### config.mk
export PLATFORM = sky130hd
export DESIGN_NAME = pid_controller_variable_dt_core
export DESIGN_NICKNAME = d
export VERILOG_FILES = /design/src/pidvdt_pkg.sv /design/src/pidvdt_div.sv /design/src/pidvdt_ucode.sv /design/src/pidvdt_dpath.sv /design/src/pid_controller_variable_dt_core.sv
export VERILOG_INCLUDE_DIRS = /design/src /design/src/src
export SDC_FILE = /design/constraint.sdc
export NUM_CORES = 2
export LEC_CHECK = 0
export ABC_CLOCK_PERIOD_IN_PS = 13510
export BUFFER_PORTS_ARGS = -buffer_cell sky130_fd_sc_hd__buf_2
export CORE_MARGIN = 3
export CORE_UTILIZATION = 30
export CTS_BUF_LIST = sky130_fd_sc_hd__clkbuf_4 sky130_fd_sc_hd__clkbuf_8
export DETAILED_ROUTE_END_ITERATION = 8
export GPL_TIMING_DRIVEN = 0
export PLACE_DENSITY_LB_ADDON = 0.2
export SYNTH_ARGS = -nofsm -noshare
export SYNTH_HDL_FRONTEND = slang
export SYNTH_SLANG_ARGS = --single-unit
### constraint.sdc
create_clock -name clk_i -period 13.51 [get_ports clk_i]
set_clock_uncertainty 0.1 [all_clocks]
set_input_delay 1.351 -clock clk_i [delete_from_list [all_inputs] [get_ports clk_i]]
set_output_delay 1.351 -clock clk_i [all_outputs]
set_load 0.1 [all_outputs]
### src/pid_controller_variable_dt_core_assert.svh
// Assertion macros shared by the PID core RTL.
// Needs clk_i and rst_ni in the including module's scope.
`ifndef PID_CONTROLLER_VARIABLE_DT_CORE_ASSERT_SVH
`define PID_CONTROLLER_VARIABLE_DT_CORE_ASSERT_SVH
`ifndef NO_ASSERTIONS
`define PIDVDT_ASSERT(lbl, prop, msg) \
  lbl: assert property (@(posedge clk_i) disable iff (!rst_ni) prop) else $error(msg);
`define PIDVDT_ASSERT_NEVER(lbl, expr, msg) \
  lbl: assert property (@(posedge clk_i) disable iff (!rst_ni) !(expr)) else $error(msg);
`else
`define PIDVDT_ASSERT(lbl, prop, msg)
`define PIDVDT_ASSERT_NEVER(lbl, expr, msg)
`endif
`endif

### src/pidvdt_pkg.sv
// Shared widths, constants, microcode control word and register codes
// for the variable-time-step PID core. No dependencies.
package pidvdt_pkg;

  localparam int unsigned ValW      = 16;  // setpoint, measured, elapsed_ms, gains
  localparam int unsigned ErrW      = 17;  // setpoint - measured
  localparam int unsigned DerrW     = 18;  // error change
  localparam int unsigned IntW      = 48;  // integral accumulator
  localparam int unsigned MulAW     = 27;  // multiplier operand a
  localparam int unsigned MulBW     = 18;  // multiplier operand b
  localparam int unsigned ProdW     = MulAW + MulBW;
  localparam int unsigned AccW      = 64;  // wide accumulators, dividend
  localparam int unsigned DriveW    = 32;
  localparam int unsigned FracShift = 12;  // Q.20 terms -> Q24.8 drive
  localparam int unsigned CfgIdxW   = 2;
  localparam int unsigned TDataInW  = 2 * ValW;
  localparam int unsigned DivBits   = 2;   // quotient bits per cycle
  localparam int unsigned DivSteps  = AccW / DivBits;
  localparam int unsigned DivCntW   = $clog2(DivSteps);
  localparam int unsigned PcW       = 4;

  localparam logic [ValW-1:0] SetpointReset = 16'd0;
  localparam logic [ValW-1:0] GainPReset    = 16'd3277;
  localparam logic [ValW-1:0] GainIReset    = 16'd410;
  localparam logic [ValW-1:0] GainDReset    = 16'd1229;
  localparam logic [ValW-1:0] KMilli        = 16'd1000;

  typedef logic [PcW-1:0] pc_t;

  localparam pc_t PcIdle  = 4'd0;
  localparam pc_t PcClear = 4'd13;

  typedef enum logic [CfgIdxW-1:0] {
    REG_SETPOINT = 2'd0,
    REG_GAIN_P   = 2'd1,
    REG_GAIN_I   = 2'd2,
    REG_GAIN_D   = 2'd3
  } cfg_idx_e;

  typedef enum logic [1:0] {
    SEQ_NEXT,      // fall through
    SEQ_ACCEPT,    // wait for a word; clear words jump to target
    SEQ_WAIT_DIV,  // hold while the divider runs
    SEQ_WAIT_OUT   // hold while the output register is full, then jump
  } seq_e;

  typedef enum logic [2:0] {
    MA_ERR, MA_GAIN_P, MA_GAIN_I, MA_GAIN_D, MA_PROD
  } mul_a_e;

  typedef enum logic [2:0] {
    MB_MS, MB_ERR, MB_INT_LO, MB_INT_MID, MB_INT_HI, MB_MILLI, MB_DERR
  } mul_b_e;

  typedef enum logic [1:0] {ACC_HOLD, ACC_LOAD, ACC_ADD16, ACC_ADD32} acc_op_e;
  typedef enum logic [1:0] {SUM_HOLD, SUM_LOAD, SUM_ADD_QUO} sum_op_e;
  typedef enum logic [1:0] {DIV_NONE, DIV_START_INT, DIV_START_DER} div_op_e;
  typedef enum logic [1:0] {ST_HOLD, ST_INTEG, ST_FINISH, ST_CLEAR} st_op_e;

  typedef struct packed {
    seq_e    seq;
    pc_t     target;
    mul_a_e  mul_a;
    mul_b_e  mul_b;
    logic    mul_en;
    acc_op_e acc_op;
    sum_op_e sum_op;
    div_op_e div_op;
    st_op_e  st_op;
  } ctrl_t;

endpackage

### src/pidvdt_div.sv
// Radix-4 restoring divider: floor division of a signed 64-bit dividend
// by a positive 16-bit divisor. Depends on pidvdt_pkg.
`include "pid_controller_variable_dt_core_assert.svh"

module pidvdt_div (
  input  logic                         clk_i,
  input  logic                         rst_ni,
  input  logic                         start_i,
  input  logic [pidvdt_pkg::AccW-1:0]  dividend_i,
  input  logic [pidvdt_pkg::ValW-1:0]  divisor_i,
  output logic                         busy_o,
  output logic [pidvdt_pkg::AccW-1:0]  quot_o
);
  import pidvdt_pkg::*;

  logic               busy_q, busy_d;
  logic [DivCntW-1:0] cnt_q, cnt_d;
  logic               neg_q, neg_d;
  logic [ValW-1:0]    rem_q, rem_d, dv_q, dv_d;
  logic [AccW-1:0]    sh_q, sh_d;
  logic [ValW:0]      t1, t2;
  logic [ValW-1:0]    r1;
  logic               q1, q2;

  // floor(x/d) for x < 0 is ~(~x / d), so only magnitudes get divided
  always_comb begin
    t1 = {rem_q, sh_q[AccW-1]};
    q1 = (t1 >= {1'b0, dv_q});
    r1 = q1 ? ValW'(t1 - {1'b0, dv_q}) : t1[ValW-1:0];
    t2 = {r1, sh_q[AccW-2]};
    q2 = (t2 >= {1'b0, dv_q});

    busy_d = busy_q;
    cnt_d  = cnt_q;
    neg_d  = neg_q;
    rem_d  = rem_q;
    dv_d   = dv_q;
    sh_d   = sh_q;
    if (start_i) begin
      busy_d = 1'b1;
      cnt_d  = '0;
      neg_d  = dividend_i[AccW-1];
      sh_d   = dividend_i[AccW-1] ? ~dividend_i : dividend_i;
      rem_d  = '0;
      dv_d   = divisor_i;
    end else if (busy_q) begin
      rem_d = q2 ? ValW'(t2 - {1'b0, dv_q}) : t2[ValW-1:0];
      sh_d  = {sh_q[AccW-3:0], q1, q2};
      cnt_d = cnt_q + 1'b1;
      if (cnt_q == DivCntW'(DivSteps - 1)) begin
        busy_d = 1'b0;
      end
    end
  end

  always_ff @(posedge clk_i or negedge rst_ni) begin
    if (!rst_ni) begin
      busy_q <= 1'b0;
      cnt_q  <= '0;
    end else begin
      busy_q <= busy_d;
      cnt_q  <= cnt_d;
    end
  end

  always_ff @(posedge clk_i) begin
    neg_q <= neg_d;
    rem_q <= rem_d;
    dv_q  <= dv_d;
    sh_q  <= sh_d;
  end

  assign busy_o = busy_q;
  assign quot_o = neg_q ? ~sh_q : sh_q;

  `PIDVDT_ASSERT_NEVER(a_div_restart, start_i && busy_q, "divider restarted while busy")
  `PIDVDT_ASSERT(a_div_ends, busy_q && (cnt_q == DivCntW'(DivSteps - 1)) |=> !busy_q, "divider overran")
  `PIDVDT_ASSERT(a_div_rem, busy_q |-> (rem_q < dv_q), "partial remainder not below divisor")

endmodule

### src/pidvdt_ucode.sv
// Microcode ROM of the PID core: one control word per program step.
// Depends on pidvdt_pkg.
module pidvdt_ucode (
  input  pidvdt_pkg::pc_t   pc_i,
  output pidvdt_pkg::ctrl_t ctrl_o
);
  import pidvdt_pkg::*;

  function automatic ctrl_t cw(seq_e s, pc_t tgt, mul_a_e a, mul_b_e b, logic en,
                               acc_op_e ao, sum_op_e so, div_op_e dop, st_op_e st);
    cw = '{seq: s, target: tgt, mul_a: a, mul_b: b, mul_en: en,
           acc_op: ao, sum_op: so, div_op: dop, st_op: st};
  endfunction

  always_comb begin
    case (pc_i)
      // idle: take a word; clear jumps away
      4'd0:  ctrl_o = cw(SEQ_ACCEPT, PcClear, MA_ERR, MB_MS, 1'b0,
                         ACC_HOLD, SUM_HOLD, DIV_NONE, ST_HOLD);
      // e * ms
      4'd1:  ctrl_o = cw(SEQ_NEXT, PcIdle, MA_ERR, MB_MS, 1'b1,
                         ACC_HOLD, SUM_HOLD, DIV_NONE, ST_HOLD);
      // integrate with clipping; kp * e
      4'd2:  ctrl_o = cw(SEQ_NEXT, PcIdle, MA_GAIN_P, MB_ERR, 1'b1,
                         ACC_HOLD, SUM_HOLD, DIV_NONE, ST_INTEG);
      // sum = P; ki * integral, low slice
      4'd3:  ctrl_o = cw(SEQ_NEXT, PcIdle, MA_GAIN_I, MB_INT_LO, 1'b1,
                         ACC_HOLD, SUM_LOAD, DIV_NONE, ST_HOLD);
      4'd4:  ctrl_o = cw(SEQ_NEXT, PcIdle, MA_GAIN_I, MB_INT_MID, 1'b1,
                         ACC_LOAD, SUM_HOLD, DIV_NONE, ST_HOLD);
      4'd5:  ctrl_o = cw(SEQ_NEXT, PcIdle, MA_GAIN_I, MB_INT_HI, 1'b1,
                         ACC_ADD16, SUM_HOLD, DIV_NONE, ST_HOLD);
      // finish ki * integral; kd * 1000
      4'd6:  ctrl_o = cw(SEQ_NEXT, PcIdle, MA_GAIN_D, MB_MILLI, 1'b1,
                         ACC_ADD32, SUM_HOLD, DIV_NONE, ST_HOLD);
      // I term: divide by 1000; kd * 1000 * de
      4'd7:  ctrl_o = cw(SEQ_NEXT, PcIdle, MA_PROD, MB_DERR, 1'b1,
                         ACC_HOLD, SUM_HOLD, DIV_START_INT, ST_HOLD);
      4'd8:  ctrl_o = cw(SEQ_WAIT_DIV, PcIdle, MA_ERR, MB_MS, 1'b0,
                         ACC_HOLD, SUM_HOLD, DIV_NONE, ST_HOLD);
      // add I; D term: divide by elapsed time
      4'd9:  ctrl_o = cw(SEQ_NEXT, PcIdle, MA_ERR, MB_MS, 1'b0,
                         ACC_HOLD, SUM_ADD_QUO, DIV_START_DER, ST_HOLD);
      4'd10: ctrl_o = cw(SEQ_WAIT_DIV, PcIdle, MA_ERR, MB_MS, 1'b0,
                         ACC_HOLD, SUM_HOLD, DIV_NONE, ST_HOLD);
      4'd11: ctrl_o = cw(SEQ_NEXT, PcIdle, MA_ERR, MB_MS, 1'b0,
                         ACC_HOLD, SUM_ADD_QUO, DIV_NONE, ST_HOLD);
      // scale, clip, emit
      4'd12: ctrl_o = cw(SEQ_WAIT_OUT, PcIdle, MA_ERR, MB_MS, 1'b0,
                         ACC_HOLD, SUM_HOLD, DIV_NONE, ST_FINISH);
      // clear word
      4'd13: ctrl_o = cw(SEQ_WAIT_OUT, PcIdle, MA_ERR, MB_MS, 1'b0,
                         ACC_HOLD, SUM_HOLD, DIV_NONE, ST_CLEAR);
      default: ctrl_o = cw(SEQ_NEXT, PcIdle, MA_ERR, MB_MS, 1'b0,
                           ACC_HOLD, SUM_HOLD, DIV_NONE, ST_HOLD);
    endcase
  end

endmodule

### src/pidvdt_dpath.sv
// PID datapath: shared 27x18 multiplier, integral and error state,
// wide accumulators and the divider. Depends on pidvdt_pkg, pidvdt_div.
module pidvdt_dpath (
  input  logic                        clk_i,
  input  logic                        rst_ni,
  input  pidvdt_pkg::ctrl_t           ctrl_i,
  input  logic [pidvdt_pkg::ValW-1:0] setpoint_i,
  input  logic [pidvdt_pkg::ValW-1:0] gain_p_i,
  input  logic [pidvdt_pkg::ValW-1:0] gain_i_i,
  input  logic [pidvdt_pkg::ValW-1:0] gain_d_i,
  input  logic [pidvdt_pkg::ValW-1:0] measured_i,
  input  logic [pidvdt_pkg::ValW-1:0] elapsed_ms_i,
  output logic                        div_busy_o,
  output logic [pidvdt_pkg::DriveW-1:0] drive_o,
  output logic                        saturated_o
);
  import pidvdt_pkg::*;

  localparam int unsigned HiLsb = DriveW + FracShift - 1;

  logic [ErrW-1:0]  err;
  logic [DerrW-1:0] derr;
  logic [MulAW-1:0] mul_a;
  logic [MulBW-1:0] mul_b;
  logic [ProdW-1:0] prod_q, prod_d;
  logic [AccW-1:0]  prod_ext;
  logic [IntW-1:0]  int_q, int_d;
  logic [IntW:0]    int_sum;
  logic             int_ovf;
  logic [ErrW-1:0]  last_err_q, last_err_d;
  logic             clip_q, clip_d;
  logic [AccW-1:0]  acc_q, acc_d, sum_q, sum_d;
  logic             div_start;
  logic [AccW-1:0]  div_dividend, quot;
  logic [ValW-1:0]  div_divisor;
  logic             in_range;

  assign err  = {setpoint_i[ValW-1], setpoint_i} - {measured_i[ValW-1], measured_i};
  assign derr = {err[ErrW-1], err} - {last_err_q[ErrW-1], last_err_q};

  always_comb begin
    case (ctrl_i.mul_a)
      MA_ERR:    mul_a = {{(MulAW-ErrW){err[ErrW-1]}}, err};
      MA_GAIN_P: mul_a = {{(MulAW-ValW){1'b0}}, gain_p_i};
      MA_GAIN_I: mul_a = {{(MulAW-ValW){1'b0}}, gain_i_i};
      MA_GAIN_D: mul_a = {{(MulAW-ValW){1'b0}}, gain_d_i};
      MA_PROD:   mul_a = prod_q[MulAW-1:0];  // kd*1000 < 2^26
      default:   mul_a = '0;
    endcase
    case (ctrl_i.mul_b)
      MB_MS:      mul_b = {{(MulBW-ValW){1'b0}}, elapsed_ms_i};
      MB_ERR:     mul_b = {{(MulBW-ErrW){err[ErrW-1]}}, err};
      MB_INT_LO:  mul_b = {{(MulBW-ValW){1'b0}}, int_q[ValW-1:0]};
      MB_INT_MID: mul_b = {{(MulBW-ValW){1'b0}}, int_q[2*ValW-1:ValW]};
      MB_INT_HI:  mul_b = {{(MulBW-ValW){int_q[IntW-1]}}, int_q[IntW-1:2*ValW]};
      MB_MILLI:   mul_b = {{(MulBW-ValW){1'b0}}, KMilli};
      MB_DERR:    mul_b = derr;
      default:    mul_b = '0;
    endcase
  end

  assign prod_d   = ctrl_i.mul_en ? ProdW'($signed(mul_a) * $signed(mul_b)) : prod_q;
  assign prod_ext = {{(AccW-ProdW){prod_q[ProdW-1]}}, prod_q};

  // integral update, clipped to 48 bits
  assign int_sum = {int_q[IntW-1], int_q} + prod_ext[IntW:0];
  assign int_ovf = int_sum[IntW] != int_sum[IntW-1];

  always_comb begin
    int_d      = int_q;
    last_err_d = last_err_q;
    clip_d     = clip_q;
    case (ctrl_i.st_op)
      ST_INTEG: begin
        clip_d = int_ovf;
        if (int_ovf) begin
          int_d = int_sum[IntW] ? {1'b1, {(IntW-1){1'b0}}} : {1'b0, {(IntW-1){1'b1}}};
        end else begin
          int_d = int_sum[IntW-1:0];
        end
      end
      ST_FINISH: last_err_d = err;
      ST_CLEAR: begin
        int_d      = '0;
        last_err_d = '0;
      end
      default: ;
    endcase
  end

  always_comb begin
    case (ctrl_i.acc_op)
      ACC_LOAD:  acc_d = prod_ext;
      ACC_ADD16: acc_d = acc_q + (prod_ext << ValW);
      ACC_ADD32: acc_d = acc_q + (prod_ext << (2 * ValW));
      default:   acc_d = acc_q;
    endcase
    case (ctrl_i.sum_op)
      SUM_LOAD:    sum_d = prod_ext;
      SUM_ADD_QUO: sum_d = sum_q + quot;
      default:     sum_d = sum_q;
    endcase
  end

  always_comb begin
    div_start = 1'b1;
    case (ctrl_i.div_op)
      DIV_START_INT: begin
        div_dividend = acc_q;
        div_divisor  = KMilli;
      end
      DIV_START_DER: begin
        div_dividend = prod_ext;
        div_divisor  = (elapsed_ms_i == '0) ? ValW'(1) : elapsed_ms_i;
      end
      default: begin
        div_start    = 1'b0;
        div_dividend = acc_q;
        div_divisor  = KMilli;
      end
    endcase
  end

  pidvdt_div u_div (
    .clk_i      (clk_i),
    .rst_ni     (rst_ni),
    .start_i    (div_start),
    .dividend_i (div_dividend),
    .divisor_i  (div_divisor),
    .busy_o     (div_busy_o),
    .quot_o     (quot)
  );

  // drive = sum >>> 12, clipped to 32 bits
  assign in_range = (&sum_q[AccW-1:HiLsb]) | ~(|sum_q[AccW-1:HiLsb]);
  assign drive_o  = in_range ? sum_q[HiLsb:FracShift] :
                    (sum_q[AccW-1] ? {1'b1, {(DriveW-1){1'b0}}} : {1'b0, {(DriveW-1){1'b1}}});
  assign saturated_o = clip_q | ~in_range;

  always_ff @(posedge clk_i or negedge rst_ni) begin
    if (!rst_ni) begin
      int_q      <= '0;
      last_err_q <= '0;
      clip_q     <= 1'b0;
    end else begin
      int_q      <= int_d;
      last_err_q <= last_err_d;
      clip_q     <= clip_d;
    end
  end

  always_ff @(posedge clk_i) begin
    prod_q <= prod_d;
    acc_q  <= acc_d;
    sum_q  <= sum_d;
  end

endmodule

### src/pid_controller_variable_dt_core.sv
// Top level of the variable-time-step PID core: stream ports, config
// registers, microcode sequencer and output register.
// Depends on pidvdt_pkg, pidvdt_ucode, pidvdt_dpath.
//
// Positional PID step with variable dt. A compute word (tuser = 0) carries
// the measurement (signed Q8.8) and the elapsed milliseconds; the result is
// drive = kp*e + ki*I/1000 + kd*de*1000/ms in signed Q24.8, clipped to 32
// bits, with tuser set when the drive or the 48-bit integral clipped. A clear
// word (tuser = 1) zeroes integral and previous error and returns drive 0.
// One word is in flight at a time. From accept to result a compute word runs
// seven multiply/accumulate steps on the shared 27x18 multiplier plus two
// runs of the radix-4 divider (by 1000 for the integral term, by the elapsed
// time for the derivative term). The result sits in an output register, so
// the next word is taken while a result waits. Elapsed time 0 adds nothing to
// the integral and divides the derivative by 1. Configuration writes
// (setpoint, kp, ki, kd in Q4.12) belong between words.
`include "pid_controller_variable_dt_core_assert.svh"

module pid_controller_variable_dt_core (
  input  logic                                 clk_i,
  input  logic                                 rst_ni,
  // config write port
  input  logic                                 cfg_we_i,
  input  logic [pidvdt_pkg::CfgIdxW-1:0]       cfg_idx_i,
  input  logic [pidvdt_pkg::ValW-1:0]          cfg_data_i,
  // input words
  input  logic                                 s_axis_tvalid,
  output logic                                 s_axis_tready,
  input  logic [pidvdt_pkg::TDataInW-1:0]      s_axis_tdata,  // measured, elapsed_ms
  input  logic                                 s_axis_tuser,  // req_type
  // result words
  output logic                                 m_axis_tvalid,
  input  logic                                 m_axis_tready,
  output logic [pidvdt_pkg::DriveW-1:0]        m_axis_tdata,  // drive
  output logic                                 m_axis_tuser   // saturated
);
  import pidvdt_pkg::*;

  logic [ValW-1:0] setpoint_q, gain_p_q, gain_i_q, gain_d_q;
  logic [ValW-1:0] measured_q, elapsed_ms_q;

  pc_t   pc_q, pc_d;
  ctrl_t ctrl, ctrl_dp;
  logic  s_fire, out_block, out_load, div_busy;

  logic [DriveW-1:0] dp_drive, m_data_q, m_data_d;
  logic              dp_sat, m_user_q, m_user_d, m_valid_q, m_valid_d;

  // config registers
  always_ff @(posedge clk_i or negedge rst_ni) begin
    if (!rst_ni) begin
      setpoint_q <= SetpointReset;
      gain_p_q   <= GainPReset;
      gain_i_q   <= GainIReset;
      gain_d_q   <= GainDReset;
    end else if (cfg_we_i) begin
      case (cfg_idx_i)
        REG_SETPOINT: setpoint_q <= cfg_data_i;
        REG_GAIN_P:   gain_p_q   <= cfg_data_i;
        REG_GAIN_I:   gain_i_q   <= cfg_data_i;
        REG_GAIN_D:   gain_d_q   <= cfg_data_i;
        default: ;
      endcase
    end
  end

  pidvdt_ucode u_ucode (
    .pc_i   (pc_q),
    .ctrl_o (ctrl)
  );

  assign out_block = m_valid_q & ~m_axis_tready;
  assign s_fire    = s_axis_tvalid & s_axis_tready;

  // sequencer outputs
  always_comb begin
    s_axis_tready = (ctrl.seq == SEQ_ACCEPT);
    out_load      = (ctrl.seq == SEQ_WAIT_OUT) & ~out_block;
    ctrl_dp       = ctrl;
    // state updates of the last step wait for a free output register
    if (ctrl.seq == SEQ_WAIT_OUT && out_block) begin
      ctrl_dp.st_op = ST_HOLD;
    end
  end

  // next step
  always_comb begin
    case (ctrl.seq)
      SEQ_NEXT:     pc_d = pc_t'(pc_q + 1'b1);
      SEQ_ACCEPT: begin
        if (!s_fire) begin
          pc_d = pc_q;
        end else begin
          pc_d = s_axis_tuser ? ctrl.target : pc_t'(pc_q + 1'b1);
        end
      end
      SEQ_WAIT_DIV: pc_d = div_busy ? pc_q : pc_t'(pc_q + 1'b1);
      SEQ_WAIT_OUT: pc_d = out_block ? pc_q : ctrl.target;
      default:      pc_d = PcIdle;
    endcase
  end

  always_ff @(posedge clk_i or negedge rst_ni) begin
    if (!rst_ni) begin
      pc_q <= PcIdle;
    end else begin
      pc_q <= pc_d;
    end
  end

  // operand capture
  always_ff @(posedge clk_i) begin
    if (s_fire) begin
      measured_q   <= s_axis_tdata[ValW-1:0];
      elapsed_ms_q <= s_axis_tdata[TDataInW-1:ValW];
    end
  end

  pidvdt_dpath u_dpath (
    .clk_i        (clk_i),
    .rst_ni       (rst_ni),
    .ctrl_i       (ctrl_dp),
    .setpoint_i   (setpoint_q),
    .gain_p_i     (gain_p_q),
    .gain_i_i     (gain_i_q),
    .gain_d_i     (gain_d_q),
    .measured_i   (measured_q),
    .elapsed_ms_i (elapsed_ms_q),
    .div_busy_o   (div_busy),
    .drive_o      (dp_drive),
    .saturated_o  (dp_sat)
  );

  // output register
  always_comb begin
    m_data_d  = m_data_q;
    m_user_d  = m_user_q;
    m_valid_d = m_valid_q & ~m_axis_tready;
    if (out_load) begin
      m_valid_d = 1'b1;
      if (ctrl.st_op == ST_CLEAR) begin
        m_data_d = '0;
        m_user_d = 1'b0;
      end else begin
        m_data_d = dp_drive;
        m_user_d = dp_sat;
      end
    end
  end

  always_ff @(posedge clk_i or negedge rst_ni) begin
    if (!rst_ni) begin
      m_valid_q <= 1'b0;
    end else begin
      m_valid_q <= m_valid_d;
    end
  end

  always_ff @(posedge clk_i) begin
    m_data_q <= m_data_d;
    m_user_q <= m_user_d;
  end

  assign m_axis_tvalid = m_valid_q;
  assign m_axis_tdata  = m_data_q;
  assign m_axis_tuser  = m_user_q;

  `PIDVDT_ASSERT(a_one_in_flight, s_fire |=> !s_axis_tready, "second word taken while busy")
  `PIDVDT_ASSERT_NEVER(a_idle_div, s_axis_tready && div_busy, "divider running while idle")
  `PIDVDT_ASSERT(a_valid_src, $rose(m_valid_q) |-> $past(ctrl.seq == SEQ_WAIT_OUT), "result without output step")

endmodule
==> impl_metrics.toml <==
[placed_design]
gp_congestion = 0.914
io_buffers = 90
hpwl_um = 149000

[clock_network]
cts_made_buffers = 97
clockBufferDepth = 3
clkTransAtPathRegs_ns = 0.06
insertion_delay_ns = 0.82
clock_sinks = 476
ctsResizeCount = 0
cts_hold_buf = 0
post_cts_buffers = 0
cts-root-buf = "clkbuf_8"
h-tree-depth = 3
cts_tree = "yes"

[worst_hold_path]
hold_class = "flop to flop"

[job]
cap_violations = 0

[timing]
finalMaxSlewViolations = 0
hold_viol_final = 0
finalCritPeriodShare_pct = 95.1
worst_pin_slew_ns = 1.46
min_period_ns = 12.84
relSlewSlack_pct = 2.84
fmax_ghz = 0.0779
rsz0062_at_grt = "false"
setup_violations = 0
setup_tns_ns = 0

[global_route]
antenna_found_initial = 9
grt_use_total_pct = 20.4
grt_max_degree = 88
grtUsageMet3_pct = 2.64
gr-usage-met2_pct = 32.9
overflow = 0
grt_pass1_vias = 43500
grt-busiest-layer = "met2"
grt_first_pass_wirelength_um = 279000
met1_usage_pct = 28.4

[synth]
synthesis.area_um2 = 52400
yosys_warnings = 0
ys_ff_latch = 476
synth_cell_types = 109
synthFlopType = "edfxtp_1"
synth_nets = 6640
async_reset_ff_share_pct = 29.6
syn_inst = 5724
synth_edf_count = 319
seq_area_frac_synth_pct = 25.7
avgSynthCellArea_um2 = 9.15

[status]
status = "completed"

[drt]
wl_um = 186000
wl_per_cell_um = 22.3
drc_errors = 0
vias = 43300
first_pass_iters = 6
drtIter0Drc = 3257
drtAntennaViolNets = 0
vias_per_cell = 5.21

[floorplan]
boundaryPins = 91
core_um2 = 173000
die_w_um = 424
fp-row-count = 152
die_height_um = 424
start_util_pct = 30.3
die_area_um2 = 180000

[worst_setup_path]
crit_fanout = 10
crit_type = "flop to flop"
slowest_stage = "a21oi_1"
path_common_cell = "fa_1"
cp_num_buf_inv = 3
cp.arrival_ns = 13.26
worstPathRequired_ns = 13.93
endpoint_kind = "flop"
cpPeakStageDelay_ns = 0.83
start_kind = "flop"
cp_top_family = "compound AO/OA/AOI/OAI gates"

[finish]
syn_to_final_growth_pct = 10.7
drive_gt1_share_pct = 8.08
fillCellCount = 18200
layout.nets = 6839
[cells in the mapped netlist, types with 44 or more instances]
cell type / count / area, µm²
a221o_1: 58 / 581
a211oi_1: 100 / 751
dfrtp_1: 123 / 3080
fa_1: 481 / 9630
and3_1: 44 / 275
nor2_1: 430 / 1610
a21o_1: 145 / 1090
and2_1: 44 / 275
inv_1: 643 / 2410
ha_1: 379 / 4740
mux2_2: 80 / 901
mux2i_1: 51 / 510
nand3_1: 70 / 350
nand2_1: 666 / 2500
clkbuf_1: 203 / 762
xor2_1: 202 / 1770
o21ai_0: 282 / 1410
o21a_1: 45 / 338
xnor2_1: 232 / 2030
nand4_1: 55 / 344
nand2b_1: 46 / 288
a21oi_1: 398 / 1990
edfxtp_1: 319 / 9580
[worst register-to-register path: cells and delay by family (launching register included)]
family | cells | cell delay, ns
buffers and inverters | 3 | 0.38
flip-flops | 1 | 0.37
AO/OA/AOI/OAI | 18 | 5.49
XOR/XNOR | 2 | 0.73
adder cells (fa/ha/maj) | 10 | 4.75
AND/OR/NAND/NOR | 4 | 0.75
[through the flow]
| stage | util [%] | std cells | setup WS [ns] | instance area (µm²) | hold WS [ns] |
|---|---|---|---|---|---|
| CTS | 33.6 | 8313 | 0.890 | 58000 | 0.334 |
| finish | 33.6 | 8318 | 0.665 | 58000 | 0.385 |
| global placement | 32.3 | 8124 | 0.906 | 55700 | 0.371 |
| global route | 33.6 | 8316 | 0.288 | 58000 | 0.368 |
| floorplan | - | 5724 | 3.90 | 52400 | 0.343 |
| detailed placement | 32.4 | 8134 | 0.953 | 56000 | 0.371 |
[placed cells by master, fill, tap and decap left out, types with 36 or more instances in the layout]
cell,n
nand2_1,666
inv_1,641
fa_1,481
nor2_1,430
a21oi_1,397
ha_1,379
edfxtp_1,319
o21ai_0,279
xnor2_1,232
clkbuf_1,202
xor2_1,202
a21o_1,145
buf_2,131
dfrtp_1,123
clkbuf_8,105
a211oi_1,100
mux2_2,80
nand3_1,70
a221o_1,58
nand4_1,55
mux2i_1,51
nand2b_1,46
o21a_1,45
and3_1,44
and2_1,43
nor3_1,39
a31oi_1,39
o21bai_1,39
clkbuf_4,36
[layer usage]
layer / wire length [µm] / vias up
met5: 0 / -
met4: 6300 / 0
met3: 10500 / 261
met2: 84700 / 1294
met1: 84200 / 21700
li1: - / 20100
[sequential cells by signal, indices dropped and copies added (netlist names), 4 cells and up]
| name | cells |
|---|---|
| gain_d_q | 16 |
| gain_i_q | 16 |
| measured_q | 16 |
| u_dpath.int_q | 48 |
| u_dpath.prod_q | 45 |
| u_dpath.u_div.dv_q | 16 |
| gain_p_q | 16 |
| u_dpath.u_div.sh_q | 64 |
| u_dpath.u_div.cnt_q | 5 |
| pc_q | 4 |
| u_dpath.acc_q | 64 |
| u_dpath.last_err_q | 17 |
| u_dpath.sum_q | 64 |
| m_axis_tdata | 32 |
| setpoint_q | 16 |
| u_dpath.u_div.rem_q | 16 |
| elapsed_ms_q | 16 |
[cell type report]
type,instances,area [µm²],area share [%]
plain buffers,269,1130,1.94
flip-flops and latches,476,13500,23.2
clock buffers,141,1720,2.96
inverters,644,2420,4.17
diodes,5,12.5,0.0216
well taps,2310,2890,4.98
clock inverters,38,283,0.488
repair buffers,100,644,1.11
multi-input cells,4335,35500,61.1
[cells by family (layout without fill, tap and decap cells)]
family	after synthesis	after routing	synth area share (%)
DFF	476	476	25.7
adders and majority gates	860	860	27.4
xor gates and xnor gates	434	434	7.25
and+or+nand+nor	1523	1523	12.8
other	0	5	0
muxes	131	131	2.69
AOI/OAI and AO/OA	1387	1387	17.4
buffers and inverters	913	1192	6.76
[worst paths after layout]
| check | end | slack [ns] | from | cells after the start |
|---|---|---|---|---|
| setup / recovery | u_dpath.prod_q[37]$_DFFE_PP_ | 0.67 | measured_q[0]$_DFFE_PP_ | 37 |
| hold / removal | u_dpath.u_div.rem_q[14]$_SDFFE_PN0P_ | 0.38 | u_dpath.u_div.rem_q[14]$_SDFFE_PN0P_ | 2 |
| setup reg to reg | u_dpath.prod_q[37]$_DFFE_PP_ | 0.67 | measured_q[0]$_DFFE_PP_ | 37 |
| hold reg to reg | u_dpath.u_div.rem_q[14]$_SDFFE_PN0P_ | 0.38 | u_dpath.u_div.rem_q[14]$_SDFFE_PN0P_ | 2 |
| max in group asynchronous | gain_p_q[6]$_DFFE_PN1P_ | 12.08 | rst_ni | 2 |
| min in group asynchronous | u_dpath.last_err_q[4]$_DFFE_PN0P_ | 0.39 | rst_ni | 1 |
Power is not shown: default switching activity piles up to over one toggle a cycle in this logic, so the estimate is an artifact.
